### config.mk
export PLATFORM = sky130hd
export DESIGN_NAME = mes_ctrl
export DESIGN_NICKNAME = d
export VERILOG_FILES = /design/src/rtl/mes_pkg.sv /design/src/rtl/mes_ctrl.sv
export SDC_FILE = /design/constraint.sdc
export NUM_CORES = 1
export LEC_CHECK = 0
export ABC_AREA = 1
export BUFFER_PORTS_ARGS = -buffer_cell sky130_fd_sc_hd__buf_4
export CAP_MARGIN = 25
export CORE_AREA = 2 2 39 41
export DETAILED_ROUTE_END_ITERATION = 8
export DIE_AREA = 0 0 41 43
export PLACE_DENSITY_LB_ADDON = 0.05
export RECOVER_POWER = 100
export SLEW_MARGIN = 20
export SYNTH_ARGS = -nofsm -noshare
export SYNTH_HDL_FRONTEND = slang
export SYNTH_SLANG_ARGS = --single-unit
### constraint.sdc
create_clock -name clk -period 1.4 [get_ports clk]
set_input_delay 0.21 -clock clk [delete_from_list [all_inputs] [get_ports clk]]
set_output_delay 0.21 -clock clk [all_outputs]
set_load 0.01 [all_outputs]
### src/rtl/mes_pkg.sv
// Shared types and constants for the Mandelbrot escape shading block.
// No dependencies; used by the interfaces and every RTL module.
package mes_pkg;

	// Fixed field widths
	localparam int COORD_W    = 32;
	localparam int SHADE_W    = 17;
	localparam int STEP_W     = 16;
	localparam int SOFT_W     = 8;
	localparam int CFG_DATA_W = 16;
	localparam int CFG_IDX_W  = 1;

	// Configuration register indexes
	localparam logic [CFG_IDX_W-1:0] CFG_MAX_ITER = 1'b0;
	localparam logic [CFG_IDX_W-1:0] CFG_SOFTNESS = 1'b1;

	// Reset values
	localparam logic [CFG_DATA_W-1:0] MAX_ITER_RESET = 16'd500;
	localparam logic [SOFT_W-1:0]     SOFTNESS_RESET = 8'd50;

	// Shade scale: 1.0 and the number of quotient bits
	localparam logic [SHADE_W-1:0] SHADE_ONE = 17'h10000;
	localparam int QUO_BITS  = 16;
	localparam int QUO_CNT_W = $clog2(QUO_BITS + 1);

	// Controller <-> iteration datapath
	typedef struct packed {
		logic load;  // capture c, clear z and step counter
		logic step;  // commit z = z*z + c
	} iter_cmd_t;

	typedef struct packed {
		logic escaped;   // current z (after at least one step) is outside radius 2
		logic at_limit;  // step counter has reached max_iterations
	} iter_stat_t;

	// Controller <-> shade divider
	typedef struct packed {
		logic start;    // begin shade computation
		logic escaped;  // point escaped (else inside)
		logic publish;  // move result into output register
	} div_cmd_t;

	typedef struct packed {
		logic busy;
	} div_stat_t;

endpackage

### src/rtl/mes_ctrl.sv
// Controller state machine: sequences load, multiply, sum, evaluate and
// shade phases, and owns both request handshakes. Depends on mes_pkg.
module mes_ctrl (
	input  logic                 clk,
	input  logic                 arst_n,
	input  logic                 in_valid,
	output logic                 in_ready,
	output logic                 out_valid,
	input  logic                 out_ready,
	input  mes_pkg::iter_stat_t  istat,
	output mes_pkg::iter_cmd_t   icmd,
	input  mes_pkg::div_stat_t   dstat,
	output mes_pkg::div_cmd_t    dcmd
);

	typedef enum logic [4:0] {
		ST_IDLE  = 5'b00001,
		ST_MUL   = 5'b00010,
		ST_SUM   = 5'b00100,
		ST_EVAL  = 5'b01000,
		ST_SHADE = 5'b10000
	} state_t;

	state_t state_q, state_d;
	logic   out_valid_q;
	logic   in_fire, slot_free, finish;

	assign in_ready  = (state_q == ST_IDLE);
	assign in_fire   = in_valid && in_ready;
	assign slot_free = !out_valid_q || out_ready;
	assign finish    = istat.escaped || istat.at_limit;

	assign icmd.load    = in_fire;
	assign icmd.step    = (state_q == ST_EVAL) && !finish;
	assign dcmd.start   = (state_q == ST_EVAL) && finish;
	assign dcmd.escaped = istat.escaped;
	assign dcmd.publish = (state_q == ST_SHADE) && !dstat.busy && slot_free;

	always_comb begin
		state_d = state_q;
		unique case (state_q)
			ST_IDLE:  if (in_fire) state_d = ST_MUL;
			ST_MUL:   state_d = ST_SUM;
			ST_SUM:   state_d = ST_EVAL;
			ST_EVAL:  state_d = finish ? ST_SHADE : ST_MUL;
			ST_SHADE: if (dcmd.publish) state_d = ST_IDLE;
			default:  state_d = ST_IDLE;
		endcase
	end

	always_ff @(posedge clk or negedge arst_n) begin
		if (!arst_n) begin
			state_q     <= ST_IDLE;
			out_valid_q <= 1'b0;
		end else begin
			state_q <= state_d;
			if (dcmd.publish)
				out_valid_q <= 1'b1;
			else if (out_ready)
				out_valid_q <= 1'b0;
		end
	end

	assign out_valid = out_valid_q;

	a_accept_to_mul: assert property (@(posedge clk) disable iff (!arst_n)
		in_fire |=> state_q == ST_MUL)
		else $error("accepted request did not start an iteration");

	a_step_xor_start: assert property (@(posedge clk) disable iff (!arst_n)
		!(icmd.step && dcmd.start))
		else $error("iteration step and shade start together");

	a_busy_in_shade: assert property (@(posedge clk) disable iff (!arst_n)
		dstat.busy |-> state_q == ST_SHADE)
		else $error("divider busy outside shade phase");

	a_publish_free: assert property (@(posedge clk) disable iff (!arst_n)
		dcmd.publish |=> out_valid_q)
		else $error("published result not presented");

endmodule

## Word level (Yosys, flattened, before mapping)

Cells that the tools add are included.

| operators by class | value |
|---|---|
| equality and inequality tests | 7 |
| muxes and demuxes | 6 |
| reductions and logical operators | 12 |

Operator list:

| cell | number |
|---|---|
| $pmux 5 s5 | 1 |
| $mux 5 | 3 |
| $eq 5x1->1 const B | 1 |
| $eq 5x2->1 const B | 1 |
| $eq 5x3->1 const B | 1 |
| $eq 5x4->1 const B | 1 |
| $eq 5x5->1 const B | 1 |
| $logic_and 1x1->1 | 5 |
| $logic_not 1->1 | 3 |
| $logic_or 1x1->1 | 2 |
| $mux 1 | 2 |
| $ne 2x1->1 const B | 1 |
| $ne 2x2->1 const B | 1 |
| $reduce_and 2->1 | 1 |
| $reduce_bool 2->1 | 1 |

| word-level totals | value |
|---|---|
| bits in registers | 6 |
| bits of input ports | 7 |
| output and inout bits | 7 |
| word-level logic and storage cells | 27 |

## Depth between registers and ports, before layout

| logic depth | value |
|---|---|
| depth after elaboration | 5 |
| gate-level depth with buffers | 6 |
| depth with buffers taken out | 6 |

## Worst setup path before layout

OpenSTA, ideal clock, no wires.

| timing path | value |
|---|---|
| kind | register to output |
| start | register state_q[0] |
| end | output icmd[1] in the netlist's numbering |
| data arrival time | 1.031 ns |
| data required time | 1.190 ns |
| setup slack | 0.159 ns |
| cell stages (with the launch flop) | 6 |
| path buffers | 1 |
| path through | dfstp_2 -> nand2_1 -> nor2_4 -> inv_2 -> nor2_1 -> buf_4 |

| between the ends | value |
|---|---|
| cells in the longest elaborated chain, start to end | 2 |

Ends and longest elaborated chain:

| item | line | source |
|---|---|---|
| from (decl) | mes_ctrl.sv:24 | `state_t state_q, state_d;` |
| from (signal assigned) | mes_ctrl.sv:56 | `state_q <= state_d;` |
| $eq 5x1->1 | mes_ctrl.sv:28 | `assign in_ready = (state_q == ST_IDLE);` |
| via in_ready | mes_ctrl.sv:7 | `output logic in_ready,` |
| $logic_and 1x1->1 | mes_ctrl.sv:29 | `assign in_fire = in_valid && in_ready;` |
| to (decl) | mes_ctrl.sv:11 | `output mes_pkg::iter_cmd_t icmd,` |

The timed path passes the listed nets, and every way through them passes these cells.

==> metrics.md <==
| Metric | Value |
|---|---|
| Relative slew slack | `around three quarters` |
| Netlist cell types | `15` |
| Synth Area in Compound Gates | `5.52%` |
| Post-DP HPWL | `about 660 um` |
| Final Wtd Congestion | `slightly above 0.7` |
| Sw Ratio | `between 40% and 50%` |
| Setup TNS | `-0.132 ns` |
| Crit Path Class | `reg -> out` |
| Pint | `approximately 560 uW` |
| Switching pwr | `384 uW` |
| WL final | `between 700 and 800 um` |
| Largest net degree at the start of global routing | `7` |
| Num rows | `14` |
| Worst Path Required | `between 1 and 1.5 ns` |
| Clk root buf | `clkbuf_4` |
| PnR worst setup slack | `-0.0727 ns` |
| Register bit total from synthesis | `6` |
| Max Slew Vio Count | `0` |
| Cell taking the most area after synthesis | `dfrtp_1` |
| # IOs | `14` |
| Failing checks | `setup timing` |
| Syn_area_per_cell | `~7.4 um^2` |
| Max incr delay on CP | `0.54 ns` |
| Max-capacitance violation count | `0` |
| Simple-gate portion of the synthesized area | `38.6%` |
| Largest family of logic cells by synthesized area | `simple AND/OR/NAND/NOR gates` |
| Worst-Margin Slew | `roughly 0.35 ns` |
| Die height | `43 um` |
| CTS tree | `built` |
| Final ANT Viol Nets | `0` |
| Synth Cell Area | `385 um^2` |
| CTS H-tree depth | `1` |
| Port Buffers | `13` |
| Clock Power Share | `~18%` |
| Comb pwr share | `roughly 53%` |
| Pre-CTS WS | `~0.16 ns` |
| Seq pwr share | `between 20% and 30%` |
| Clock Pin Slew Worst Setup and Hold Paths | `approximately 0.05 ns` |
| Final hold violation count | `0` |
| LEAKAGE | `between 0.0003 and 0.0004 uW` |
| Top cell type's share of synthesized area | `between 30% and 40%` |
| Area share of xor/xnor cells in the synthesized design | `0%` |
| DR DRC count | `0` |
| Clock Sinks | `6` |
| Peak VDD IR | `roughly 0.00092 V` |
| Finished Layout Cells | `slightly below 90` |
| Starting Density | `between 20 and 30%` |
| Worst path cell trace | `nand2_1 > nor2_4 > inv_2 > nor2_1 > buf_4` |
| Via count | `around 370` |
| Layout cell share with drive strength beyond 1 | `between 40% and 50%` |
| Total gr overflow | `0` |
| Power Density | `around 1600 nW/um^2` |
| Ys Warns | `0` |
| Die ar. | `~1800 um^2` |
| DR vias/cell | `about 4.2` |
| Mux contribution to synthesized area | `0%` |
| Core Region | `approximately 1400 um^2` |
| Synth area leaders | `dfrtp_1 32%, nor2_1 9.7%, inv_1 8.8%, nor2_4 8.8%, nand2_1 7.8%` |
| CP Capture Type | `output port` |
| Total track usage | `between 10% and 20%` |
| DIE WIDTH | `about 41 um` |
| First-pass GRT wire length | `between 1000 and 1500 um` |
| Deepest clock path buffer count | `2` |
| Dpl cell area | `between 400 and 500 um^2` |
| Worst Path Max Fanout | `3` |
| TritonCTS Buffers | `3` |
| Clk_skew | `between 0.01 and 0.015 ns` |
| Achievable Freq | `approximately 0.68 GHz` |
| Antenna Cells | `0` |
| Routed WL per cell | `8.88 um` |
| Critical Path Source Type | `register` |
| Detailed router's first-iteration violation count | `2` |
| Finished Cell Area | `slightly below 600 um^2` |
| Initial antenna violation count | `0` |
| First-pass DRT Iterations | `2` |
| Post-route minimum period | `~1.5 ns` |
| Adder-Cell Fraction of Synth Area | `0%` |
| Vias in the first global route | `~360` |
| Number of placed instances, taps included | `just under 80` |
| Slowest-stage cell, CP | `dfstp_2` |
| Path category of the worst min-delay check | `in -> reg` |
| Post-Syn Instances | `52` |
| Layout net count | `around 80` |
| Syn-to-layout area delta | `51.9%` |
| Latest clock arrival within the worst-skew pair | `0.25 ns` |
| RSZ-0062 raised after global routing | `true` |
| Run status | `finished with violations` |
| Post-layout util | `between 40% and 50%` |
| Final setup viols | `4` |
| Arrival time worst endpoint | `around 1.3 ns` |
| Final worst path period share | `105%` |
| Post-synth net total | `59` |
| Sequential fraction of the synthesis area | `approximately two fifths` |
layer usage:
metal  wire (um)  share of wire [%]  up-vias  GRT usage [%]
met5           0                  0        -              0
met4          11                1.4        0           8.00
met3          48                6.1        2           6.28
met2         418                 53       10           18.8
met1         312                 39      165           11.7
li1            -                  -      196              -
worst max-delay path, delay by kind of cell (launching register included):
| kind | cells | cell delay, ns |
|---|---|---|
| DFF | 1 | 0.54 |
| buffers and inverters | 2 | 0.18 |
| and+or+nand+nor | 3 | 0.30 |
placed cells by master (no fill, tap or decap):
cell type / n
a21oi_1: 1
buf_4: 13
buf_6: 1
clkbuf_1: 4
clkbuf_4: 4
dfrtp_1: 5
dfstp_2: 1
dlygate4sd3_1: 1
inv_1: 8
inv_2: 5
nand2_1: 6
nand2_2: 2
nand2_4: 1
nand3_1: 2
nand3_2: 1
nand4_1: 1
nor2_1: 8
nor2_2: 1
nor2_4: 4
nor3_2: 1
nor3_4: 1
o21ai_1: 1
o21bai_2: 1
metrics by stage:
step	hold slack, ns	power [uW]
after CTS	0.242	917
final	0.240	941
after detailed placement	0.0249	700
after global placement	0.0257	703
after floorplan	-0.0856	598
after global routing	0.270	1020
synthesized netlist by cell type (all sizes together):
cell type / number
inv: 13
nor2: 13
nand2: 9
dfrtp: 5
nand3: 3
buf: 2
nor3: 2
a21oi: 1
dfstp: 1
nand4: 1
o21ai: 1
o21bai: 1
power groups by stage:
| stage | clock (uW) | combinational, uW | sequential [uW] |
|---|---|---|---|
| floorplan | 0 | 331 | 267 |
| global route | 194 | 548 | 279 |
| finish | 173 | 496 | 272 |
| CTS | 181 | 464 | 272 |
| global placement | 0 | 426 | 276 |
| detailed placement | 0 | 426 | 275 |
area by class of cell:
cell class	count	area, um^2
flip-flops and latches	6	151
fillers	156	798
repair buffers	19	138
clock buffers	4	26.3
well taps	16	20.0
multi-input cells	31	201
inverters	13	48.8
flip-flops by register name (all words and copies together), names as in the netlist:
signal,count
out_valid,1
state_q,5
final timing paths:
| kind | from | endpoint | slack (ns) | cells after the start |
|---|---|---|---|---|
| worst max-delay path | state_q[0] | icmd[1] | -0.07 | 5 |
| worst min-delay path | out_ready | out_valid | 0.24 | 4 |
| worst max register to register | state_q[0] | state_q[0] | 0.25 | 7 |
| worst min register to register | state_q[1] | state_q[2] | 0.56 | 2 |
| max in group asynchronous | arst_n | state_q[0] | 0.72 | 2 |
| min in group asynchronous | arst_n | out_valid | 0.37 | 2 |
cells by family after synthesis:
logic type,after synthesis
simple gates,28
buf+inv,15
flops,6
compound gates,3
timing repair:
| item | in CTS | in global routing |
|---|---|---|
| buffers inserted | 3 | 2 |
| hold endpoints to repair | 6 | 0 |
| endpoints found under the setup margin | 4 | 5 |
| hold buffers | 1 | 0 |
| cloned | 0 | 0 |
| resized for setup | 5 | 5 |
| pin swaps | 2 | 2 |
Power figures use the tool's default switching activity.
