**src/rtl/mes_pkg.sv**
```systemverilog
// Shared types and constants for the Mandelbrot escape shading block.
// No dependencies; used by the interfaces and every RTL module.
package mes_pkg;

	// Fixed field widths
	localparam int COORD_W    = 32;
	localparam int SHADE_W    = 17;
	localparam int STEP_W     = 16;
	localparam int SOFT_W     = 8;
	localparam int CFG_DATA_W = 16;
	localparam int CFG_IDX_W  = 1;

	// Configuration register indexes
	localparam logic [CFG_IDX_W-1:0] CFG_MAX_ITER = 1'b0;
	localparam logic [CFG_IDX_W-1:0] CFG_SOFTNESS = 1'b1;

	// Reset values
	localparam logic [CFG_DATA_W-1:0] MAX_ITER_RESET = 16'd500;
	localparam logic [SOFT_W-1:0]     SOFTNESS_RESET = 8'd50;

	// Shade scale: 1.0 and the number of quotient bits
	localparam logic [SHADE_W-1:0] SHADE_ONE = 17'h10000;
	localparam int QUO_BITS  = 16;
	localparam int QUO_CNT_W = $clog2(QUO_BITS + 1);

	// Controller <-> iteration datapath
	typedef struct packed {
		logic load;  // capture c, clear z and step counter
		logic step;  // commit z = z*z + c
	} iter_cmd_t;

	typedef struct packed {
		logic escaped;   // current z (after at least one step) is outside radius 2
		logic at_limit;  // step counter has reached max_iterations
	} iter_stat_t;

	// Controller <-> shade divider
	typedef struct packed {
		logic start;    // begin shade computation
		logic escaped;  // point escaped (else inside)
		logic publish;  // move result into output register
	} div_cmd_t;

	typedef struct packed {
		logic busy;
	} div_stat_t;

endpackage

```
**src/rtl/mes_div.sv**
```systemverilog
// Shade unit: restoring divider for floor(65536*i/(i+s)) plus the output
// payload register. Depends on mes_pkg.
module mes_div #(
	parameter int COUNT_WIDTH = 16
) (
	input  logic                          clk,
	input  logic                          arst_n,
	input  mes_pkg::div_cmd_t             cmd,
	input  logic [COUNT_WIDTH-1:0]        count,
	input  logic [mes_pkg::SOFT_W-1:0]    softness,
	output mes_pkg::div_stat_t            stat,
	output logic [mes_pkg::SHADE_W-1:0]   shade,
	output logic                          escaped,
	output logic [mes_pkg::STEP_W-1:0]    step_count
);

	logic                               busy_q;
	logic [mes_pkg::QUO_CNT_W-1:0]      bits_q;
	logic [COUNT_WIDTH:0]               den_q, rem_q;
	logic [mes_pkg::QUO_BITS-1:0]       quo_q;
	logic                               long_q, esc_q;
	logic [mes_pkg::SHADE_W-1:0]        fixed_q;
	logic [COUNT_WIDTH-1:0]             cnt_q;

	logic [COUNT_WIDTH+1:0]  rem2;
	logic                    ge;
	logic                    start_long;

	assign rem2       = {rem_q, 1'b0};
	assign ge         = rem2 >= {1'b0, den_q};
	assign start_long = cmd.escaped && (softness != '0);

	always_ff @(posedge clk or negedge arst_n) begin
		if (!arst_n) begin
			busy_q <= 1'b0;
			bits_q <= '0;
		end else if (cmd.start) begin
			busy_q <= start_long;
			bits_q <= mes_pkg::QUO_CNT_W'(mes_pkg::QUO_BITS);
		end else if (busy_q) begin
			bits_q <= bits_q - 1'b1;
			if (bits_q == mes_pkg::QUO_CNT_W'(1))
				busy_q <= 1'b0;
		end
	end

	always_ff @(posedge clk) begin
		if (cmd.start) begin
			den_q   <= (COUNT_WIDTH+1)'(count) + (COUNT_WIDTH+1)'(softness);
			rem_q   <= (COUNT_WIDTH+1)'(count);  // i < i+s, so quotient fits 16 bits
			quo_q   <= '0;
			long_q  <= start_long;
			esc_q   <= cmd.escaped;
			cnt_q   <= count;
			// inside, or zero softness: no division
			fixed_q <= (cmd.escaped && (count == '0)) ? '0 : mes_pkg::SHADE_ONE;
		end else if (busy_q) begin
			rem_q <= ge ? (COUNT_WIDTH+1)'(rem2 - (COUNT_WIDTH+2)'(den_q))
				: (COUNT_WIDTH+1)'(rem2);
			quo_q <= {quo_q[mes_pkg::QUO_BITS-2:0], ge};
		end
	end

	always_ff @(posedge clk) begin
		if (cmd.publish) begin
			shade      <= long_q ? mes_pkg::SHADE_W'(quo_q) : fixed_q;
			escaped    <= esc_q;
			step_count <= mes_pkg::STEP_W'(cnt_q);
		end
	end

	assign stat.busy = busy_q;

endmodule

```
**config.mk**
```make
export PLATFORM = sky130hd
export DESIGN_NAME = mes_div
export DESIGN_NICKNAME = d
export VERILOG_FILES = /design/src/rtl/mes_pkg.sv /design/src/rtl/mes_div.sv
export SDC_FILE = /design/constraint.sdc
export NUM_CORES = 1
export LEC_CHECK = 0
export ABC_AREA = 0
export BUFFER_PORTS_ARGS = -buffer_cell sky130_fd_sc_hd__buf_2
export CAP_MARGIN = 15
export CELL_PAD_IN_SITES_DETAIL_PLACEMENT = 0
export CELL_PAD_IN_SITES_GLOBAL_PLACEMENT = 2
export CORE_MARGIN = 10
export CORE_UTILIZATION = 39
export DETAILED_ROUTE_END_ITERATION = 8
export PLACE_DENSITY = 0.9
export SLEW_MARGIN = 20
export SYNTH_ARGS = -nofsm -noshare
export SYNTH_HDL_FRONTEND = slang
export SYNTH_SLANG_ARGS = --single-unit
```
**constraint.sdc**
```tcl
create_clock -name clk -period 2.6 [get_ports clk]
set_input_delay 0.13 -clock clk [delete_from_list [all_inputs] [get_ports clk]]
set_output_delay 0.13 -clock clk [all_outputs]
set_load 0.05 [all_outputs]
```
# After elaboration in Yosys (flattened, before gate mapping)
# Cells that the tools add are included.
[classes]
mux = 10
n_reduce_logical = 5
order_cmp = 1
eq_ne = 1
addsub = 3
[op_table]
columns = ["op", "n"]
rows = [
  ["2-to-1 mux 16 bit", 3],
  ["2-to-1 mux 17 bit", 2],
  ["greater-or-equal comparator 18 x 17 -> 1 bit", 1],
  ["adder 16 x 8 -> 17 bit", 1],
  ["subtractor 17 bit", 1],
  ["logical NOT 16 bit", 1],
  ["2-to-1 mux 5 bit", 2],
  ["nonzero test 8 bit", 1],
  ["equality test 5 x 1 -> 1 bit (second input constant)", 1],
  ["subtractor 5 x 1 -> 5 bit (second input constant)", 1],
  ["2-to-1 mux 1 bit", 3],
  ["logical AND 1 bit", 2],
  ["nonzero test 2 bit", 1],
]
[word_totals]
inputBits = 29
regBits = 125

# Longest topological paths before layout
[depth]
word_depth = 4
depth_mapped = 11
depth_no_buf = 9

# Worst setup path before layout
# No wires, ideal clock.
[synth_timing]
kind = "register to register"
from = "register den_q[0]"
to = "register rem_q[12] (data pin)"
arrival_time_ns = 2.197
period_less_slack_ns = 2.338
setup_slack_ns = 0.262
setup_time_ns = 0.140
path_stages_with_launch = 9
path_cell_list = "edfxtp_1 fa_1 nand2b_1 a21oi_2 o221ai_2 a41o_1 buf_6 or3b_1 a2bb2oi_2"
[synth_via]
elab_chain_cells = 4
word_cells_on_any_way = 5
cone_classes = "add/sub: 1; order compare: 1; mux: 3"
[synth_rtl]
columns = ["element", "line_no", "rtl"]
rows = [
  ["start: declaration", "mes_div.sv:19", "logic [COUNT_WIDTH:0] den_q, rem_q;"],
  ["start signal: assignment", "mes_div.sv:49", "den_q <= (COUNT_WIDTH+1)'(count) + (COUNT_WIDTH+1)'(softness);"],
  ["subtractor 17 bit or greater-or-equal comparator 18 x 17 -> 1 bit (tied branches)", "mes_div.sv:58, mes_div.sv:30", ""],
  ["2-to-1 mux 17 bit (*)", "mes_div.sv:58", "rem_q <= ge ? (COUNT_WIDTH+1)'(rem2 - (COUNT_WIDTH+2)'(den_q))"],
  ["2-to-1 mux 16 bit (*)", "mes_div.sv:57", "end else if (busy_q) begin"],
  ["2-to-1 mux 16 bit (*)", "mes_div.sv:48", "if (cmd.start) begin"],
  ["end signal: assignment", "mes_div.sv:50", "rem_q <= (COUNT_WIDTH+1)'(count);"],
  ["end signal: assignment", "mes_div.sv:58", ""],
  ["end: declaration", "mes_div.sv:19", ""],
]
# Mark *: on every way between the ends. The rest lies on a longest branch, timed or not. The select of a mux whose other input is x is not followed.
# A chain may end at the register's enable or synchronous reset.

# Worst setup path after layout
[layout_timing]
from = "register den_q[0]"
to = "register rem_q[15] (data pin)"
# The elaborated chain is that of the path after synthesis.

==> results.yml <==
die:
  start_util_pct: 39.4
  core_um2: 13800
  dieArea_um2: 19000
  ios: 64
  dieHeight_um: 138
  rows: 43
  die_x_um: 138
finish:
  nets: 595
  stdcell_area_um2: 6300
  syn2layout_area_growth_pct: 16.2
  drive_gt1_share_pct: 19.0
  n_antenna_cell: 0
  postLayoutCoreUtil_pct: 45.8
yosys:
  synth_enable_flop_cells: 86
  syn-instance-count: 462
  yosysMostFrequentCell: "edfxtp_1"
  synthArstFlopShare_pct: 5.50
  synth_top_family_by_area: "compound AO/OA/AOI/OAI gates"
  synth_top_cell_area_share_pct: 47.6
  synth_top_area_cell: "edfxtp_1"
  synth-compound-area-share_pct: 12.9
  synthSimpleGateAreaFrac_pct: 12.9
  synth_mux_area_share_pct: 2.95
  yosysWarnings: 0
  syn-num-nets: 520
  syn_area_um2: 5420
  synthAdderAreaFrac_pct: 6.97
  ys_seq_area_share_pct: 56.7
  yosys.area_share.xor_xnor_pct: 4.20
  yosys.cell_types.count: 61
  synth_seq_cells: 109
  ys.flop_type: "edfxtp_1"
  synthTopCellsByArea: "edfxtp_1 (48%), dfxtp_1 (6.3%), ha_1 (6.2%)"
  synth_common_cells: "edfxtp_1 (86), nor2_1 (41), inv_1 (32), nand2_1 (30), ha_1 (27)"
  avgSynthCellArea_um2: 11.7
pwr:
  p_leak_nw: 2.56
  p_per_area_nw_per_um2: 878
  clock_power_share_pct: 23.0
  internal-power_mw: 3.62
  seqPwrFrac_pct: 40.7
  combinationalPowerShare_pct: 36.3
  p_sw_share_pct: 34.5
  switching_power_mw: 1.91
  peakVddDrop_v: 0.000437
timing:
  clock_skew_ps: 7.86
  fin_crit_ps: 2490
  tightest_slew_ps: 751
  period_share_pct: 95.7
  clock.fmax_ghz: 0.402
  relSlewSlack_pct: 49.9
  hold_viol_final: 0
  setup_violations: 0
  drv_slew: 0
global_routing:
  track_usage_pct: 13.0
  gr-usage-met1_pct: 16.3
  met2_usage_pct: 21.6
  gr-total-overflow: 0
  top_usage_layer: "met2"
  grt_pass1_wl_um: 19400
  grt_pass1_vias: 3784
  grt_use_met3_pct: 3.37
  antenna_found_initial: 0
  grt_max_degree: 35
detailed_routing:
  routed_wl_um: 11900
  drt_pass1_iterations: 4
  drc: 0
  drt_iter0_markers: 242
  antenna_left: 0
  via_per_inst: 5.19
  vias: 3745
  wl_per_cell_um: 16.4
worst_setup_path:
  critPathArrivalTime_ps: 2580
  cp-start-kind: "flip-flop"
  reg2reg_from: "den_q[0]"
  cp-startpoint: "den_q[0]"
  worstPathMaxFanout: 8
  worstSetupPathType: "flip-flop to flip-flop"
  cp_data_required_time_ps: 2690
  endpoint_kind: "flip-flop"
clocking:
  cts.sinks: 109
  cts_tree: "built"
  cts_root_buffer: "clkbuf_16"
  insertion_delay_ps: 350
  cts_max_level: 3
  numCtsBuffers: 9
  clock_tree.buffer_depth: 2
  clkTransAtPathRegs_ps: 70
hold_path:
  hp-class: "input pin to flip-flop"
  hp-start: "count[0]"
place:
  place_hpwl_um: 9050
  port_buffers: 63
  place_congestion: 0.843
  dpl_cell_area_um2: 5970
run:
  cap_violations: 0
outcome:
  status: "complete, no violations"
## final cells by class
type                            instances  area [µm²]
Fill cell                            1305        7470
Inverter                               33         124
Tap cell                              180         225
Multi-Input combinational cell        307        2180
Clock inverter                          6        43.8
Timing Repair Buffer                   77         425
Clock buffer                           10         229
Sequential cell                       109        3070
## per-layer routing
metal	part of all wire, %	wire [µm]	up-vias
li1	-	-	1847
met1	44	5180	1794
met2	49	5780	93
met3	6.6	783	11
met4	1.1	134	0
met5	0	0	-
## sequential cells by signal, indices dropped and copies added (netlist names)
register and flops:
stat 1, quo_q 16, step_count 16, den_q 17
rem_q 17, shade 17, bits_q 5, cnt_q 16
long_q 1, escaped 1, esc_q 1, fixed_q 1
## final timing paths
| path | end | slack (ps) | cells past startpoint |
|---|---|---|---|
| min in group asynchronous | bits_q[3] | 120 | 2 |
| worst max-delay path | rem_q[15] | 110 | 8 |
| worst max register to register | rem_q[15] | 110 | 8 |
| worst min-delay path | cnt_q[0] | 30 | 1 |
| max in group asynchronous | bits_q[0] | 2340 | 2 |
| worst min register to register | step_count[6] | 420 | 0 |
## power by group through the flow
stage	clock network, mW	logic, mW	registers [mW]
after floorplan	0	1.38	2.36
after global placement	0	1.90	2.28
after detailed placement	0	1.92	2.29
after CTS	1.30	1.94	2.25
after global routing	1.38	2.22	2.28
final	1.27	2.01	2.25
## cell usage in the layout, fill, tap and decap left out, types with 7 or more instances in the layout
master,Yosys,routed
a21oi_1,15,15
a31oi_1,12,12
and2_1,22,22
buf_2,1,63
buf_4,0,12
clkbuf_16,0,9
dfxtp_1,17,17
edfxtp_1,86,86
ha_1,27,27
inv_1,32,32
mux2i_1,16,16
nand2_1,30,30
nand2b_1,8,8
nand3_1,7,7
nor2_1,41,41
nor3_1,9,9
o21ai_0,12,12
xnor2_1,16,16
xor2_1,10,10
## critical path, cell delays in order (launching register included)
cell,delay [ps]
edfxtp_1,450
fa_2,420
nand2b_1,200
a21oi_2,220
o221ai_2,180
a41o_4,330
buf_4,160
a31oi_1,170
o31ai_1,100
## cells by family (layout without fill, tap and decap cells)
| logic type | Yosys count | in the layout |
|---|---|---|
| mux | 16 | 16 |
| flops | 109 | 109 |
| simple gates | 141 | 141 |
| compound gates | 95 | 95 |
| xor+xnor | 26 | 26 |
| fa+ha+maj | 29 | 29 |
| buf+inv | 46 | 126 |
## metrics by stage
step                      total power, mW  setup TNS (ps)  hold WS, ps  cells  setup WS, ps
after CTS                            5.49               0         23.2    719          43.0
final                                5.54               0         28.5    722           112
after global placement               4.19               0        -41.2    701           136
after floorplan                      3.74               0         -166    462           262
after detailed placement             4.21               0        -40.1    701          61.2
after global routing                 5.88           -32.6         27.9    722         -13.1
## repair_timing
action,CTS,global route
hold buffers,2,0
buffers inserted,0,3
hold endpoints to repair,7,0
gates resized for setup,0,5
setup endpoints to repair,0,14
No activity file was read; power rests on OpenSTA's default activity.
